`config.mk`:
```
export PLATFORM = sky130hd
export DESIGN_NAME = sensor_profile_classifier
export DESIGN_NICKNAME = d
export VERILOG_FILES = /design/src/rtl/spc_pkg.sv /design/src/rtl/spc_front.sv /design/src/rtl/spc_queue.sv /design/src/rtl/spc_back.sv /design/src/rtl/sensor_profile_classifier.sv
export VERILOG_INCLUDE_DIRS = /design/src /design/src/rtl
export SDC_FILE = /design/constraint.sdc
export NUM_CORES = 2
export LEC_CHECK = 0
export ABC_CLOCK_PERIOD_IN_PS = 6500
export BUFFER_PORTS_ARGS = -buffer_cell sky130_fd_sc_hd__buf_2
export CAP_MARGIN = 25
export CORE_ASPECT_RATIO = 0.7
export CORE_MARGIN = 2
export CORE_UTILIZATION = 40
export DETAILED_ROUTE_END_ITERATION = 6
export GPL_ROUTABILITY_DRIVEN = 0
export PLACE_DENSITY = 0.68
export SLEW_MARGIN = 10
export SYNTH_ARGS = -nofsm -noshare
export SYNTH_HDL_FRONTEND = slang
export SYNTH_SLANG_ARGS = --single-unit
```
`constraint.sdc`:
```
create_clock -name clk -period 6.5 [get_ports clk]
set_clock_uncertainty 0.2 [all_clocks]
set_input_delay 0.975 -clock clk [delete_from_list [all_inputs] [get_ports clk]]
set_output_delay 0.975 -clock clk [all_outputs]
set_load 0.03 [all_outputs]
```
`src/rtl/sensor_profile_classifier_macros.svh`:
```
// Assertion macros for the sensor profile classifier.
// Used by the top level; expects signals named clk and rst_n in scope.
`ifndef SENSOR_PROFILE_CLASSIFIER_MACROS_SVH
`define SENSOR_PROFILE_CLASSIFIER_MACROS_SVH

// Condition must hold in the same cycle as the trigger.
`define SPC_ASSERT_NOW(lbl, ante, cons, msg) \
  lbl: assert property (@(posedge clk) disable iff (!rst_n) (ante) |-> (cons)) \
    else $error(msg);

// Condition must hold in the cycle after the trigger.
`define SPC_ASSERT_NEXT(lbl, ante, cons, msg) \
  lbl: assert property (@(posedge clk) disable iff (!rst_n) (ante) |=> (cons)) \
    else $error(msg);

`endif

```
`src/rtl/spc_pkg.sv`:
```
// Shared types, widths, register codes and helpers of the sensor profile classifier.
// No dependencies; used by every RTL module of the block.
`default_nettype none

package spc_pkg;

  // Field widths.
  localparam int SAMPLE_W  = 12;
  localparam int CNT_W     = 9;
  localparam int SUM_W     = 21;
  localparam int PROF_W    = 43;
  localparam int PCOUNT_W  = 3;
  localparam int PIDX_W    = 2;
  localparam int REG_IDX_W = 3;
  localparam int PADDR_W   = 6;
  localparam int PDATA_W   = 64;

  // Lowest-sample tracker starts at full scale.
  localparam logic [SAMPLE_W-1:0] SAMPLE_FULL = '1;

  // Register codes (byte address is eight times the code).
  localparam logic [REG_IDX_W-1:0] REG_TRIGGER   = 3'd0;
  localparam logic [REG_IDX_W-1:0] REG_TOLERANCE = 3'd1;
  localparam logic [REG_IDX_W-1:0] REG_PCOUNT    = 3'd2;
  localparam logic [REG_IDX_W-1:0] REG_PROFILE0  = 3'd3;

  // Register reset values.
  localparam logic [SAMPLE_W-1:0] TRIGGER_RESET   = 12'd2048;
  localparam logic [SAMPLE_W-1:0] TOLERANCE_RESET = 12'd40;

  // Measurement queue geometry.
  localparam int Q_DEPTH = 2;
  localparam int Q_PTR_W = 1;

  // One finished measurement, passed from the front end to the classifier.
  typedef struct packed {
    logic                ovf;
    logic [SAMPLE_W-1:0] min_val;
    logic [CNT_W-1:0]    min_pos;
    logic [CNT_W-1:0]    count;
    logic [SUM_W-1:0]    sum;
  } meas_t;

  // One classification result.
  typedef struct packed {
    logic                matched;
    logic [PIDX_W-1:0]   pidx;
    logic                ovf;
    logic [SAMPLE_W-1:0] min_val;
    logic [CNT_W-1:0]    min_pos;
    logic [CNT_W-1:0]    count;
  } res_t;

  // Classifier settings shared by all profiles.
  typedef struct packed {
    logic [SAMPLE_W-1:0] tol;
    logic [PCOUNT_W-1:0] count;
  } cls_cfg_t;

  // Decoded profile register.
  typedef struct packed {
    logic                has_hole;
    logic [SAMPLE_W-1:0] avg;
    logic [SAMPLE_W-1:0] hole_min;
    logic [CNT_W-1:0]    hole_start;
    logic [CNT_W-1:0]    hole_stop;
  } prof_t;

  // Classifier sequencer states.
  typedef enum logic [3:0] {
    B_IDLE = 4'b0001,
    B_MUL  = 4'b0010,
    B_CMP  = 4'b0100,
    B_OUT  = 4'b1000
  } back_state_t;

  // Split a profile register into its fields.
  function automatic prof_t unpack_profile(input logic [PROF_W-1:0] p);
    prof_t f;
    f.has_hole   = p[0];
    f.avg        = p[12:1];
    f.hole_min   = p[24:13];
    f.hole_start = p[33:25];
    f.hole_stop  = p[42:34];
    return f;
  endfunction

endpackage

`default_nettype wire

```
`src/rtl/spc_front.sv`:
```
// Front end: accepts samples, detects start and end of a measurement and tracks
// count, sum and first minimum. Depends on spc_pkg.
`default_nettype none

module spc_front #(
  parameter int MAX_SAMPLES = 400
) (
  input  wire logic                           clk,
  input  wire logic                           rst_n,
  input  wire logic                           in_valid,
  output logic                                in_stall,
  input  wire logic [spc_pkg::SAMPLE_W-1:0]   in_sample,
  input  wire logic [spc_pkg::SAMPLE_W-1:0]   trigger_level,
  input  wire logic                           q_full,
  output logic                                q_push,
  output spc_pkg::meas_t                      q_rec
);

  logic                          meas_r, meas_nxt;
  logic [spc_pkg::SUM_W-1:0]     sum_r, sum_nxt;
  logic [spc_pkg::CNT_W-1:0]     cnt_r, cnt_nxt;
  logic [spc_pkg::SAMPLE_W-1:0]  low_r, low_nxt;
  logic [spc_pkg::CNT_W-1:0]     lowpos_r, lowpos_nxt;

  logic                          accept;
  logic                          active;
  logic                          new_min;
  logic [spc_pkg::SAMPLE_W-1:0]  min_val;
  logic [spc_pkg::CNT_W-1:0]     min_pos;
  logic [spc_pkg::CNT_W-1:0]     cnt_inc;
  logic [spc_pkg::SUM_W-1:0]     sum_inc;
  logic                          hit_end;
  logic                          hit_limit;

  // A transaction is refused only while the measurement queue is full.
  assign in_stall = q_full;
  assign accept   = in_valid && !q_full;

  // Per-sample updates of the running measurement.
  always_comb begin
    active    = meas_r || (in_sample < trigger_level);
    new_min   = (cnt_r == '0) || (in_sample < low_r);
    min_val   = new_min ? in_sample : low_r;
    min_pos   = new_min ? cnt_r : lowpos_r;
    cnt_inc   = cnt_r + 1'b1;
    sum_inc   = sum_r + spc_pkg::SUM_W'(in_sample);
    hit_end   = in_sample > trigger_level;
    hit_limit = cnt_inc >= spc_pkg::CNT_W'(MAX_SAMPLES);

    q_rec.ovf     = !hit_end && hit_limit;
    q_rec.min_val = min_val;
    q_rec.min_pos = min_pos;
    q_rec.count   = cnt_inc;
    q_rec.sum     = sum_inc;

    q_push     = 1'b0;
    meas_nxt   = meas_r;
    sum_nxt    = sum_r;
    cnt_nxt    = cnt_r;
    low_nxt    = low_r;
    lowpos_nxt = lowpos_r;

    if (accept && active) begin
      if (hit_end || hit_limit) begin
        // Measurement complete: hand it over and clear the tracker.
        q_push     = 1'b1;
        meas_nxt   = 1'b0;
        sum_nxt    = '0;
        cnt_nxt    = '0;
        low_nxt    = spc_pkg::SAMPLE_FULL;
        lowpos_nxt = '0;
      end else begin
        meas_nxt   = 1'b1;
        sum_nxt    = sum_inc;
        cnt_nxt    = cnt_inc;
        low_nxt    = min_val;
        lowpos_nxt = min_pos;
      end
    end
  end

  // Measurement state registers.
  always_ff @(posedge clk) begin
    if (!rst_n) begin
      meas_r   <= 1'b0;
      sum_r    <= '0;
      cnt_r    <= '0;
      low_r    <= spc_pkg::SAMPLE_FULL;
      lowpos_r <= '0;
    end else begin
      meas_r   <= meas_nxt;
      sum_r    <= sum_nxt;
      cnt_r    <= cnt_nxt;
      low_r    <= low_nxt;
      lowpos_r <= lowpos_nxt;
    end
  end

endmodule

`default_nettype wire

```
`src/rtl/spc_queue.sv`:
```
// Short queue of finished measurements between the front end and the classifier.
// Depends on spc_pkg.
`default_nettype none

module spc_queue (
  input  wire logic    clk,
  input  wire logic    rst_n,
  input  wire logic    push,
  input  wire spc_pkg::meas_t wr_data,
  input  wire logic    pop,
  output spc_pkg::meas_t rd_data,
  output logic         empty,
  output logic         full
);

  spc_pkg::meas_t                 slot_r [spc_pkg::Q_DEPTH];
  logic [spc_pkg::Q_PTR_W-1:0]    wr_ptr_r, wr_ptr_nxt;
  logic [spc_pkg::Q_PTR_W-1:0]    rd_ptr_r, rd_ptr_nxt;
  logic [spc_pkg::Q_PTR_W:0]      fill_r, fill_nxt;

  assign empty   = (fill_r == '0);
  assign full    = (fill_r == (spc_pkg::Q_PTR_W + 1)'(spc_pkg::Q_DEPTH));
  assign rd_data = slot_r[rd_ptr_r];

  // Pointer and fill level updates.
  always_comb begin
    wr_ptr_nxt = wr_ptr_r;
    rd_ptr_nxt = rd_ptr_r;
    fill_nxt   = fill_r;
    if (push) begin
      wr_ptr_nxt = wr_ptr_r + 1'b1;
    end
    if (pop) begin
      rd_ptr_nxt = rd_ptr_r + 1'b1;
    end
    if (push && !pop) begin
      fill_nxt = fill_r + 1'b1;
    end else if (pop && !push) begin
      fill_nxt = fill_r - 1'b1;
    end
  end

  always_ff @(posedge clk) begin
    if (!rst_n) begin
      wr_ptr_r <= '0;
      rd_ptr_r <= '0;
      fill_r   <= '0;
    end else begin
      wr_ptr_r <= wr_ptr_nxt;
      rd_ptr_r <= rd_ptr_nxt;
      fill_r   <= fill_nxt;
    end
  end

  // Payload slots carry no reset.
  always_ff @(posedge clk) begin
    if (push) begin
      slot_r[wr_ptr_r] <= wr_data;
    end
  end

endmodule

`default_nettype wire

```
`src/rtl/spc_back.sv`:
```
// Classifier: walks the profiles in order for one measurement and holds the
// result in an output register. Depends on spc_pkg.
`default_nettype none

module spc_back #(
  parameter int NUM_PROFILES = 4
) (
  input  wire logic                                        clk,
  input  wire logic                                        rst_n,
  input  wire spc_pkg::cls_cfg_t                           cfg,
  input  wire logic [NUM_PROFILES-1:0][spc_pkg::PROF_W-1:0] profiles,
  input  wire logic                                        q_empty,
  input  wire spc_pkg::meas_t                              q_data,
  output logic                                             q_pop,
  output logic                                             out_valid,
  input  wire logic                                        out_stall,
  output spc_pkg::res_t                                    result
);

  spc_pkg::back_state_t          state_r, state_nxt;
  spc_pkg::meas_t                rec_r, rec_nxt;
  spc_pkg::res_t                 res_r, res_nxt;
  logic [spc_pkg::PIDX_W-1:0]    idx_r, idx_nxt;
  logic [spc_pkg::PIDX_W-1:0]    last_r, last_nxt;
  logic [spc_pkg::SUM_W-1:0]     target_r, target_nxt;
  logic [spc_pkg::SUM_W-1:0]     limit_r, limit_nxt;

  logic [spc_pkg::PCOUNT_W-1:0]  n_used;
  logic [spc_pkg::PROF_W-1:0]    prof_sel;
  spc_pkg::prof_t                pf;
  logic [spc_pkg::SUM_W-1:0]     diff;
  logic                          avg_ok;
  logic [spc_pkg::SAMPLE_W:0]    depth_limit;
  logic                          hole_ok;

  assign out_valid = (state_r == spc_pkg::B_OUT);
  assign result    = res_r;

  // Profiles beyond the built number are never checked.
  assign n_used = (cfg.count > spc_pkg::PCOUNT_W'(NUM_PROFILES))
                  ? spc_pkg::PCOUNT_W'(NUM_PROFILES) : cfg.count;

  // Select the profile under test.
  always_comb begin
    prof_sel = '0;
    for (int i = 0; i < NUM_PROFILES; i++) begin
      if (idx_r == spc_pkg::PIDX_W'(i)) begin
        prof_sel = profiles[i];
      end
    end
  end

  assign pf = spc_pkg::unpack_profile(prof_sel);

  // Average test against the registered products, and the hole test.
  assign diff        = (rec_r.sum > target_r) ? (rec_r.sum - target_r)
                                              : (target_r - rec_r.sum);
  assign avg_ok      = diff <= limit_r;
  assign depth_limit = {1'b0, pf.hole_min} + {1'b0, cfg.tol};
  assign hole_ok     = ({1'b0, rec_r.min_val} <= depth_limit) &&
                       (rec_r.min_pos >= pf.hole_start) &&
                       (rec_r.min_pos <= pf.hole_stop);

  // Profile walk sequencer.
  always_comb begin
    state_nxt  = state_r;
    rec_nxt    = rec_r;
    res_nxt    = res_r;
    idx_nxt    = idx_r;
    last_nxt   = last_r;
    target_nxt = target_r;
    limit_nxt  = limit_r;
    q_pop      = 1'b0;

    case (state_r)
      spc_pkg::B_IDLE: begin
        if (!q_empty) begin
          q_pop           = 1'b1;
          rec_nxt         = q_data;
          idx_nxt         = '0;
          last_nxt        = spc_pkg::PIDX_W'(n_used - 1'b1);
          res_nxt.matched = 1'b0;
          res_nxt.pidx    = '0;
          res_nxt.ovf     = q_data.ovf;
          res_nxt.min_val = q_data.min_val;
          res_nxt.min_pos = q_data.min_pos;
          res_nxt.count   = q_data.count;
          state_nxt       = (n_used == '0) ? spc_pkg::B_OUT : spc_pkg::B_MUL;
        end
      end
      spc_pkg::B_MUL: begin
        target_nxt = spc_pkg::SUM_W'(pf.avg) * spc_pkg::SUM_W'(rec_r.count);
        limit_nxt  = spc_pkg::SUM_W'(cfg.tol) * spc_pkg::SUM_W'(rec_r.count);
        state_nxt  = spc_pkg::B_CMP;
      end
      spc_pkg::B_CMP: begin
        if (!avg_ok) begin
          if (idx_r == last_r) begin
            state_nxt = spc_pkg::B_OUT;
          end else begin
            idx_nxt   = idx_r + 1'b1;
            state_nxt = spc_pkg::B_MUL;
          end
        end else begin
          // The first profile whose average fits decides the result.
          if (!pf.has_hole || hole_ok) begin
            res_nxt.matched = 1'b1;
            res_nxt.pidx    = idx_r;
          end
          state_nxt = spc_pkg::B_OUT;
        end
      end
      spc_pkg::B_OUT: begin
        if (!out_stall) begin
          state_nxt = spc_pkg::B_IDLE;
        end
      end
      default: begin
        state_nxt = spc_pkg::B_IDLE;
      end
    endcase
  end

  always_ff @(posedge clk) begin
    if (!rst_n) begin
      state_r <= spc_pkg::B_IDLE;
    end else begin
      state_r <= state_nxt;
    end
  end

  // Working and result registers carry no reset.
  always_ff @(posedge clk) begin
    rec_r    <= rec_nxt;
    res_r    <= res_nxt;
    idx_r    <= idx_nxt;
    last_r   <= last_nxt;
    target_r <= target_nxt;
    limit_r  <= limit_nxt;
  end

endmodule

`default_nettype wire

```
`src/rtl/sensor_profile_classifier.sv`:
```
// Sensor profile classifier: one sample is taken per cycle unless the two-entry queue is full.
// With the classifier idle, the ending sample's measurement is queued and popped, then each
// profile walked takes a multiply step and a compare step before out_valid rises.
// The next measurement is popped only after the result has left the output state.
// Reset is synchronous, active low: configuration registers return to defaults, any open
// measurement and any queued measurement are dropped; no clearing pass is needed.
`default_nettype none
`include "sensor_profile_classifier_macros.svh"

module sensor_profile_classifier #(
  parameter int MAX_SAMPLES  = 400,
  parameter int NUM_PROFILES = 4
) (
  input  wire logic                            clk,
  input  wire logic                            rst_n,
  // Sample channel
  input  wire logic                            in_valid,
  output logic                                 in_stall,
  input  wire logic [spc_pkg::SAMPLE_W-1:0]    in_sample,
  // Result channel
  output logic                                 out_valid,
  input  wire logic                            out_stall,
  output logic                                 out_matched,
  output logic [spc_pkg::PIDX_W-1:0]           out_profile_index,
  output logic                                 out_overflow,
  output logic [spc_pkg::SAMPLE_W-1:0]         out_minimum_value,
  output logic [spc_pkg::CNT_W-1:0]            out_minimum_position,
  output logic [spc_pkg::CNT_W-1:0]            out_sample_count,
  // Register port
  input  wire logic                            psel,
  input  wire logic                            penable,
  input  wire logic                            pwrite,
  input  wire logic [spc_pkg::PADDR_W-1:0]     paddr,
  input  wire logic [spc_pkg::PDATA_W-1:0]     pwdata,
  output logic [spc_pkg::PDATA_W-1:0]          prdata,
  output logic                                 pready
);

  logic [spc_pkg::SAMPLE_W-1:0]                trigger_r;
  logic [spc_pkg::SAMPLE_W-1:0]                tol_r;
  logic [spc_pkg::PCOUNT_W-1:0]                pcount_r;
  logic [NUM_PROFILES-1:0][spc_pkg::PROF_W-1:0] profiles_r;

  logic                                        wr_en;
  logic [spc_pkg::REG_IDX_W-1:0]               reg_sel;
  spc_pkg::cls_cfg_t                           cls_cfg;

  logic                                        q_push;
  logic                                        q_pop;
  logic                                        q_empty;
  logic                                        q_full;
  spc_pkg::meas_t                              q_wr;
  spc_pkg::meas_t                              q_rd;
  spc_pkg::res_t                               result;

  // Register port decode; every transaction completes at once.
  assign pready  = 1'b1;
  assign wr_en   = psel && penable && pwrite;
  assign reg_sel = paddr[spc_pkg::PADDR_W-1:3];

  always_ff @(posedge clk) begin
    if (!rst_n) begin
      trigger_r  <= spc_pkg::TRIGGER_RESET;
      tol_r      <= spc_pkg::TOLERANCE_RESET;
      pcount_r   <= '0;
      profiles_r <= '0;
    end else if (wr_en) begin
      case (reg_sel)
        spc_pkg::REG_TRIGGER:   trigger_r <= pwdata[spc_pkg::SAMPLE_W-1:0];
        spc_pkg::REG_TOLERANCE: tol_r     <= pwdata[spc_pkg::SAMPLE_W-1:0];
        spc_pkg::REG_PCOUNT:    pcount_r  <= pwdata[spc_pkg::PCOUNT_W-1:0];
        default: begin
          for (int i = 0; i < NUM_PROFILES; i++) begin
            if (reg_sel == spc_pkg::REG_PROFILE0 + spc_pkg::REG_IDX_W'(i)) begin
              profiles_r[i] <= pwdata[spc_pkg::PROF_W-1:0];
            end
          end
        end
      endcase
    end
  end

  // Register read-back.
  always_comb begin
    prdata = '0;
    case (reg_sel)
      spc_pkg::REG_TRIGGER:   prdata = spc_pkg::PDATA_W'(trigger_r);
      spc_pkg::REG_TOLERANCE: prdata = spc_pkg::PDATA_W'(tol_r);
      spc_pkg::REG_PCOUNT:    prdata = spc_pkg::PDATA_W'(pcount_r);
      default: begin
        for (int i = 0; i < NUM_PROFILES; i++) begin
          if (reg_sel == spc_pkg::REG_PROFILE0 + spc_pkg::REG_IDX_W'(i)) begin
            prdata = spc_pkg::PDATA_W'(profiles_r[i]);
          end
        end
      end
    endcase
  end

  assign cls_cfg.tol   = tol_r;
  assign cls_cfg.count = pcount_r;

  // Measurement front end.
  spc_front #(
    .MAX_SAMPLES (MAX_SAMPLES)
  ) u_front (
    .clk           (clk),
    .rst_n         (rst_n),
    .in_valid      (in_valid),
    .in_stall      (in_stall),
    .in_sample     (in_sample),
    .trigger_level (trigger_r),
    .q_full        (q_full),
    .q_push        (q_push),
    .q_rec         (q_wr)
  );

  // Queue of finished measurements.
  spc_queue u_queue (
    .clk     (clk),
    .rst_n   (rst_n),
    .push    (q_push),
    .wr_data (q_wr),
    .pop     (q_pop),
    .rd_data (q_rd),
    .empty   (q_empty),
    .full    (q_full)
  );

  // Profile classifier.
  spc_back #(
    .NUM_PROFILES (NUM_PROFILES)
  ) u_back (
    .clk       (clk),
    .rst_n     (rst_n),
    .cfg       (cls_cfg),
    .profiles  (profiles_r),
    .q_empty   (q_empty),
    .q_data    (q_rd),
    .q_pop     (q_pop),
    .out_valid (out_valid),
    .out_stall (out_stall),
    .result    (result)
  );

  assign out_matched          = result.matched;
  assign out_profile_index    = result.pidx;
  assign out_overflow         = result.ovf;
  assign out_minimum_value    = result.min_val;
  assign out_minimum_position = result.min_pos;
  assign out_sample_count     = result.count;

  // Design checks.
  `SPC_ASSERT_NOW(a_no_push_when_full, q_push, !q_full, "measurement pushed into a full queue")
  `SPC_ASSERT_NEXT(a_push_fills_queue, q_push && !q_pop, !q_empty, "pushed measurement was lost")
  `SPC_ASSERT_NOW(a_min_inside, out_valid, out_minimum_position < out_sample_count,
                  "minimum position outside the measurement")
  `SPC_ASSERT_NOW(a_unknown_index, out_valid && !out_matched, out_profile_index == '0,
                  "unknown part reported with a profile index")

endmodule

`default_nettype wire

```
## After elaboration in Yosys (flattened, before gate mapping)

Memories as Yosys holds them, arrays and structs flattened. A register that Yosys moved wholly into a read port is not among the register bits.
Index checks and enable logic that the tools add are counted.
Widths: inputs -> output; s select.

| cells by class | value |
|---|---|
| multipliers | 2 |
| eq/ne operators | 21 |
| bitwise logic cells | 2 |
| reductions and logical operators | 37 |
| $add $sub $neg | 11 |
| multiplexer cells | 42 |
| div/mod/pow operators | 0 |
| order comparisons | 10 |
| shifts and indexed selects | 0 |

Operators with widths:

| operator | number |
|---|---|
| $mux 43 | 5 |
| $mux 64 | 3 |
| $pmux 64 s3 | 1 |
| $mul 12x9->21 | 2 |
| $mux 21 | 2 |
| $sub 21x21->21 | 2 |
| $mux 34 | 1 |
| $mux 9 | 3 |
| $lt 12x12->1 | 2 |
| $mux 12 | 2 |
| $add 21x12->21 | 1 |
| $gt 21x21->1 | 1 |
| $le 21x21->1 | 1 |
| $mux 4 | 5 |
| $pmux 4 s4 | 1 |
| $add 12x12->13 | 1 |
| $le 12x13->1 | 1 |
| $gt 12x12->1 | 1 |
| $reduce_and 3->1 | 4 |
| $mux 2 | 5 |
| $reduce_and 2->1 | 5 |
| $add 9x1->9 const B | 1 |
| $eq 3x3->1 const B | 3 |
| $ge 9x9->1 | 1 |
| other kinds (31) | 71 |

| storage, ports and cells | value |
|---|---|
| bits in registers | 360 |
| output and inout bits | 101 |
| latch bits | 0 |
| memories | 1 |
| logic and storage cells | 153 |
| memory bits (read-only) | 0 |
| bits in writable memories | 104 |

Memories:

| memory | words | width | read ports | clocked after memory_dff | write ports | line | text |
|---|---|---|---|---|---|---|---|
| u_queue.slot_r | 2 | 52 | 1 | 1 | 1 | spc_queue.sv:16 | `spc_pkg::meas_t slot_r [spc_pkg::Q_DEPTH];` |

## Longest topological paths before layout

| depth | value |
|---|---|
| word-level depth | 13 |
| gate-level depth with buffers | 29 |
| gate-level depth less buffers | 28 |

## By module

Synthesis repeated with hierarchy kept, for this count alone.

| second synthesis, totals | value |
|---|---|
| cells, all modules | 3415 |
| area total of the unflattened synthesis | 32473.6 um2 |

Modules (own cells, without submodules):

| module | times used | sequential area each (um2) | cells each | area an instance (um2) |
|---|---|---|---|---|
| spc_back | 1 | 3113.0 | 1782 | 15461.1 |
| sensor_profile_classifier | 1 | 3983.8 | 937 | 8937.3 |
| spc_front | 1 | 1041.0 | 512 | 4105.2 |
| spc_queue | 1 | 3223.1 | 184 | 3970.1 |

## Least setup slack after synthesis

No wires, ideal clock.

| timing path | value |
|---|---|
| path kind | input port to flip-flop |
| from | input port in_sample[6] (netlist bit) |
| to | memory u_queue.slot_r[0][0] (netlist bit), enable pin |
| library setup time | 0.528 ns |
| path buffers | 1 |
| setup slack | -0.576 ns |
| arrival | 6.348 ns |
| stages | 8 |
| cell sequence | ha_1 > a21o_1 > a221o_1 > a221oi_2 > a21oi_1 > or2_2 > clkbuf_1 > nor3_1 |

| between the ends | value |
|---|---|
| word-level cells in the longest chain between the ends | 6 |
| elaborated cells on any way between the ends | 9 |
| those cells by class | order compare: 2; mux: 4; reduce/logical: 3 |

Ends and longest elaborated chain:

| what | line | text |
|---|---|---|
| start, declared | sensor_profile_classifier.sv:19 | `input wire logic [spc_pkg::SAMPLE_W-1:0] in_sample,` |
| $gt 12x12->1 or $lt 12x12->1 (tied branches) | spc_front.sv:47, spc_front.sv:41 |  |
| $logic_or 1x1->1 (on tied branches) | spc_front.sv:64, spc_front.sv:41 |  |
| $mux 1 or $logic_and 1x1->1 (tied branches) | spc_front.sv:64, spc_front.sv:63 |  |
| $mux 1 (*) | spc_front.sv:63 | `if (accept && active) begin` |
| $mux 1 (*) | spc_queue.sv:57 | `if (push) begin` |
| $mux 1 (not written as such) (*) | spc_queue.sv:58 | `slot_r[wr_ptr_r] <= wr_data;` |
| end, declared | spc_queue.sv:16 |  |

Every way passes the cells marked *; elsewhere a longest branch is shown, timed or not.

## Final worst setup path

| timing path | value |
|---|---|
| from | register u_back.idx_r[1] (netlist bit) |
| to | register u_back.target_r[19] (netlist bit) (data pin) |

| between the ends | value |
|---|---|
| word-level cells in the longest chain between the ends | 6 |
| elaborated cells on any way between the ends | 9 |
| those cells by class | mul: 1; eq/ne: 3; mux: 4; reduce/logical: 1 |

Ends and longest elaborated chain:

| what | line | text |
|---|---|---|
| start, declared | spc_back.sv:23 | `logic [spc_pkg::PIDX_W-1:0] idx_r, idx_nxt;` |
| start signal, assigned | spc_back.sv:136 | `idx_r <= idx_nxt;` |
| $logic_not 2->1 | spc_back.sv:47 | `if (idx_r == spc_pkg::PIDX_W'(i)) begin` |
| $mux 43 (3 in series) | spc_back.sv:47 |  |
| $mux 43 (*) | spc_back.sv:47 |  |
| $mul 12x9->21 (*) | spc_back.sv:92 | `target_nxt = spc_pkg::SUM_W'(pf.avg) * spc_pkg::SUM_W'(rec_r.count);` |
| end signal, assigned | spc_back.sv:138 | `target_r <= target_nxt;` |
| end, declared | spc_back.sv:25 | `logic [spc_pkg::SUM_W-1:0] target_r, target_nxt;` |

Marks and branches as above.
A chain may end at the register's enable or synchronous reset.

==> impl_metrics.csv <==
group,metric,value,unit
floorplan,die_y,238,µm
placement,portBuffers,143,
synthesis,synth.distinct_cells,78,
worst_setup_path,cp_max_fo,7,
global_routing,grt_pass1_wl,140,mm
synthesis,synth_edf_count,205,
worst_setup_path,crit_path_end_kind,"register",
timing,timing_hold_violations_final,0,
placement,place_area,33000,µm²
run,cap_violations,0,
finish,drive_gt1_share,11.3,%
cts,clockBufferDepth,3,
synthesis,yosysSeqAreaShare,36.2,%
synthesis,yosys-top-cells-area,"edfxtp_1 (20%), dfxtp_1 (17%), fa_1 (9.3%)",
cts,clock_latency,610,ps
worst_setup_path,arrival,6370,ps
synthesis,synth-seq-cells,465,
cts,clkSlewWorstSetupHoldPaths,60,ps
synthesis,synthDominantCellAreaShare,19.6,%
timing,finalSetupViolations,0,
cts,cts_sinks,465,
synthesis,synthArstFlopShare,0,%
worst_setup_path,worst_path_max_delay_cell,"fa_1",
floorplan,rows,85,
power_and_ir_drop,static-leakage-power,14.5,nW
global_routing,grt_pass1_vias,23597,
floorplan,initial_core_util,40.6,%
global_routing,grt_usage,22.1,%
routing,drt_iter0_drc,2716,
timing,relSlewSlack,27.1,%
cts,numCtsBuffers,47,
placement,dpl.cell_count,4614,
timing,period_minus_slack,6250,ps
cts,cts-root-buf,"clkbuf_16",
cts,cts_tree,"built",
finish,area_growth_syn_to_layout,10.8,%
finish,fin_area,34800,µm²
placement,dp_hpwl,66.5,mm
routing,drtAntennaViolNets,0,
power_and_ir_drop,p_total,10.7,mW
global_routing,grt_max_degree,82,
synthesis,synth_ff_type,"dfxtp_1",
timing,period_share,96.1,%
finish,nets,4092,
finish,mostFrequentLayoutCell,"nand2_1",
routing,vias,25866,
hold_path,worstHoldPathType,"reg -> reg",
routing,firstDrtPassIters,6,
floorplan,dieWidth,339,µm
synthesis,synth_warnings,0,
synthesis,syn_area,31400,µm²
synthesis,synthCells,3582,
routing,drt_wl_total,92.0,mm
timing,fmax,160,MHz
finish,fin_util,45.0,%
timing,worst_pin_slew,1090,ps
finish,finalNonFillerCells,4712,
power_and_ir_drop,pwr_density_cell,307,nW/µm²
synthesis,synth_top_cell_by_area,"edfxtp_1",
worst_setup_path,cpPeakStageDelay,550,ps
cts,h-tree-depth,2,
routing,wl_per_cell,19.5,µm
status,status,"finished clean",
timing,slew_viol_final,0,
routing,routed_via_density,5.49,
finish,layout_common_cells,"nand2_1 (716), a21oi_1 (414), inv_1 (295)",
routing,drc_errors,0,
global_routing,overflow,0,
global_routing,grt_antenna_before_repair,10,
worst_setup_path,required,6620,ps
power_and_ir_drop,ir_drop,0.000289,V
worst_setup_path,cp-start-kind,"register",
floorplan,die_area,80800,µm²
floorplan,ios,190,
floorplan,core,77300,µm²
worst_setup_path,worstSetupPathType,"reg -> reg",
synthesis,avgSynthCellArea,8.77,µm²
## per-layer routing
layer  track usage, %  up-vias  part of all wire [%]
met2             31.1     1117                    40
met1             33.5    12500                    46
met5                0        -                  0.10
li1                 -    12129                     -
met3             6.20      104                    12
met4             4.12       16                   1.4
## path summary, 6_finish.rpt
path	depth (start not counted)	slack, ps	start	endpoint
setup / recovery	28	250	u_back.idx_r[1]$_SDFFCE_PN0P_	u_back.target_r[19]$_DFFE_PP_
hold / removal	2	260	trigger_r[8]$_SDFFE_PN0P_	trigger_r[8]$_SDFFE_PN0P_
setup reg to reg	28	250	u_back.idx_r[1]$_SDFFCE_PN0P_	u_back.target_r[19]$_DFFE_PP_
hold reg to reg	2	260	trigger_r[8]$_SDFFE_PN0P_	trigger_r[8]$_SDFFE_PN0P_
## state kept, by name (all words and copies together) (netlist names), 21 cells and up, named ones only
name and flops:
profiles_r 172, u_back.limit_r 21, u_back.rec_r 51, u_back.target_r 21, u_front.sum_r 21, u_queue.slot_r 104
## cell usage after synthesis (all sizes together) (38+ instances only)
cell type and count:
o21ai 134, fa 146, nand3 49, ha 229, clkbuf 181, a22o 46, and2 90, nand2 716
edfxtp 205, buf 70, mux2i 51, dfxtp 260, inv 296, nor2 181, a21oi 416, a21o 38
xnor2 58, mux2 62
## where the power goes
group	total (mW)	switching, mW	internal, mW
Clock	2.88	1.22	1.66
Combinational	3.98	2.52	1.46
Sequential	3.82	0.399	3.42
## stage by stage
step / hold WS, ps / setup slack [ps] / TNS [ps]
global route: 273 / -29.4 / -47.9
detailed placement: 248 / 257 / 0
finish: 257 / 252 / 0
global placement: 241 / 376 / 0
floorplan: 236 / 217 / 0
CTS: 257 / 144 / 0
## critical path, delay by kind of cell, from the launching register on
kind	cells	cell delay [ps]
AND/OR/NAND/NOR	5	560
XOR/XNOR	1	90
buffers and inverters	6	740
adder cells (fa/ha/maj)	6	2350
flip-flops	1	420
AO/OA/AOI/OAI	10	1590
## layout make-up
class / instances / area (µm²)
Antenna cell: 1 / 2.50
Clock buffer: 61 / 1300
Clock inverter: 27 / 333
Fill cell: 7435 / 42500
Inverter: 298 / 1120
Multi-Input combinational cell: 2588 / 18000
Sequential cell: 465 / 11400
Tap cell: 1044 / 1310
Timing Repair Buffer: 228 / 1410
## cell families after synthesis
kind of cell             after synthesis  share of synthesized area (%)
other                                  2                         0.0239
flip-flops                           465                           36.2
XOR/XNOR                              85                           2.37
adder cells (fa/ha/maj)              375                           18.4
multiplexers                         113                           3.85
AO/OA/AOI/OAI                        795                           15.3
AND/OR/NAND/NOR                     1198                           16.6
buffers and inverters                549                           7.26
## timing repair
action	4_1_cts	5_1_grt
resized for setup	0	12
setup endpoints to repair	0	5
hold buffers	0	0
setup buffers	0	6
No activity file was read; power rests on OpenSTA's default activity.
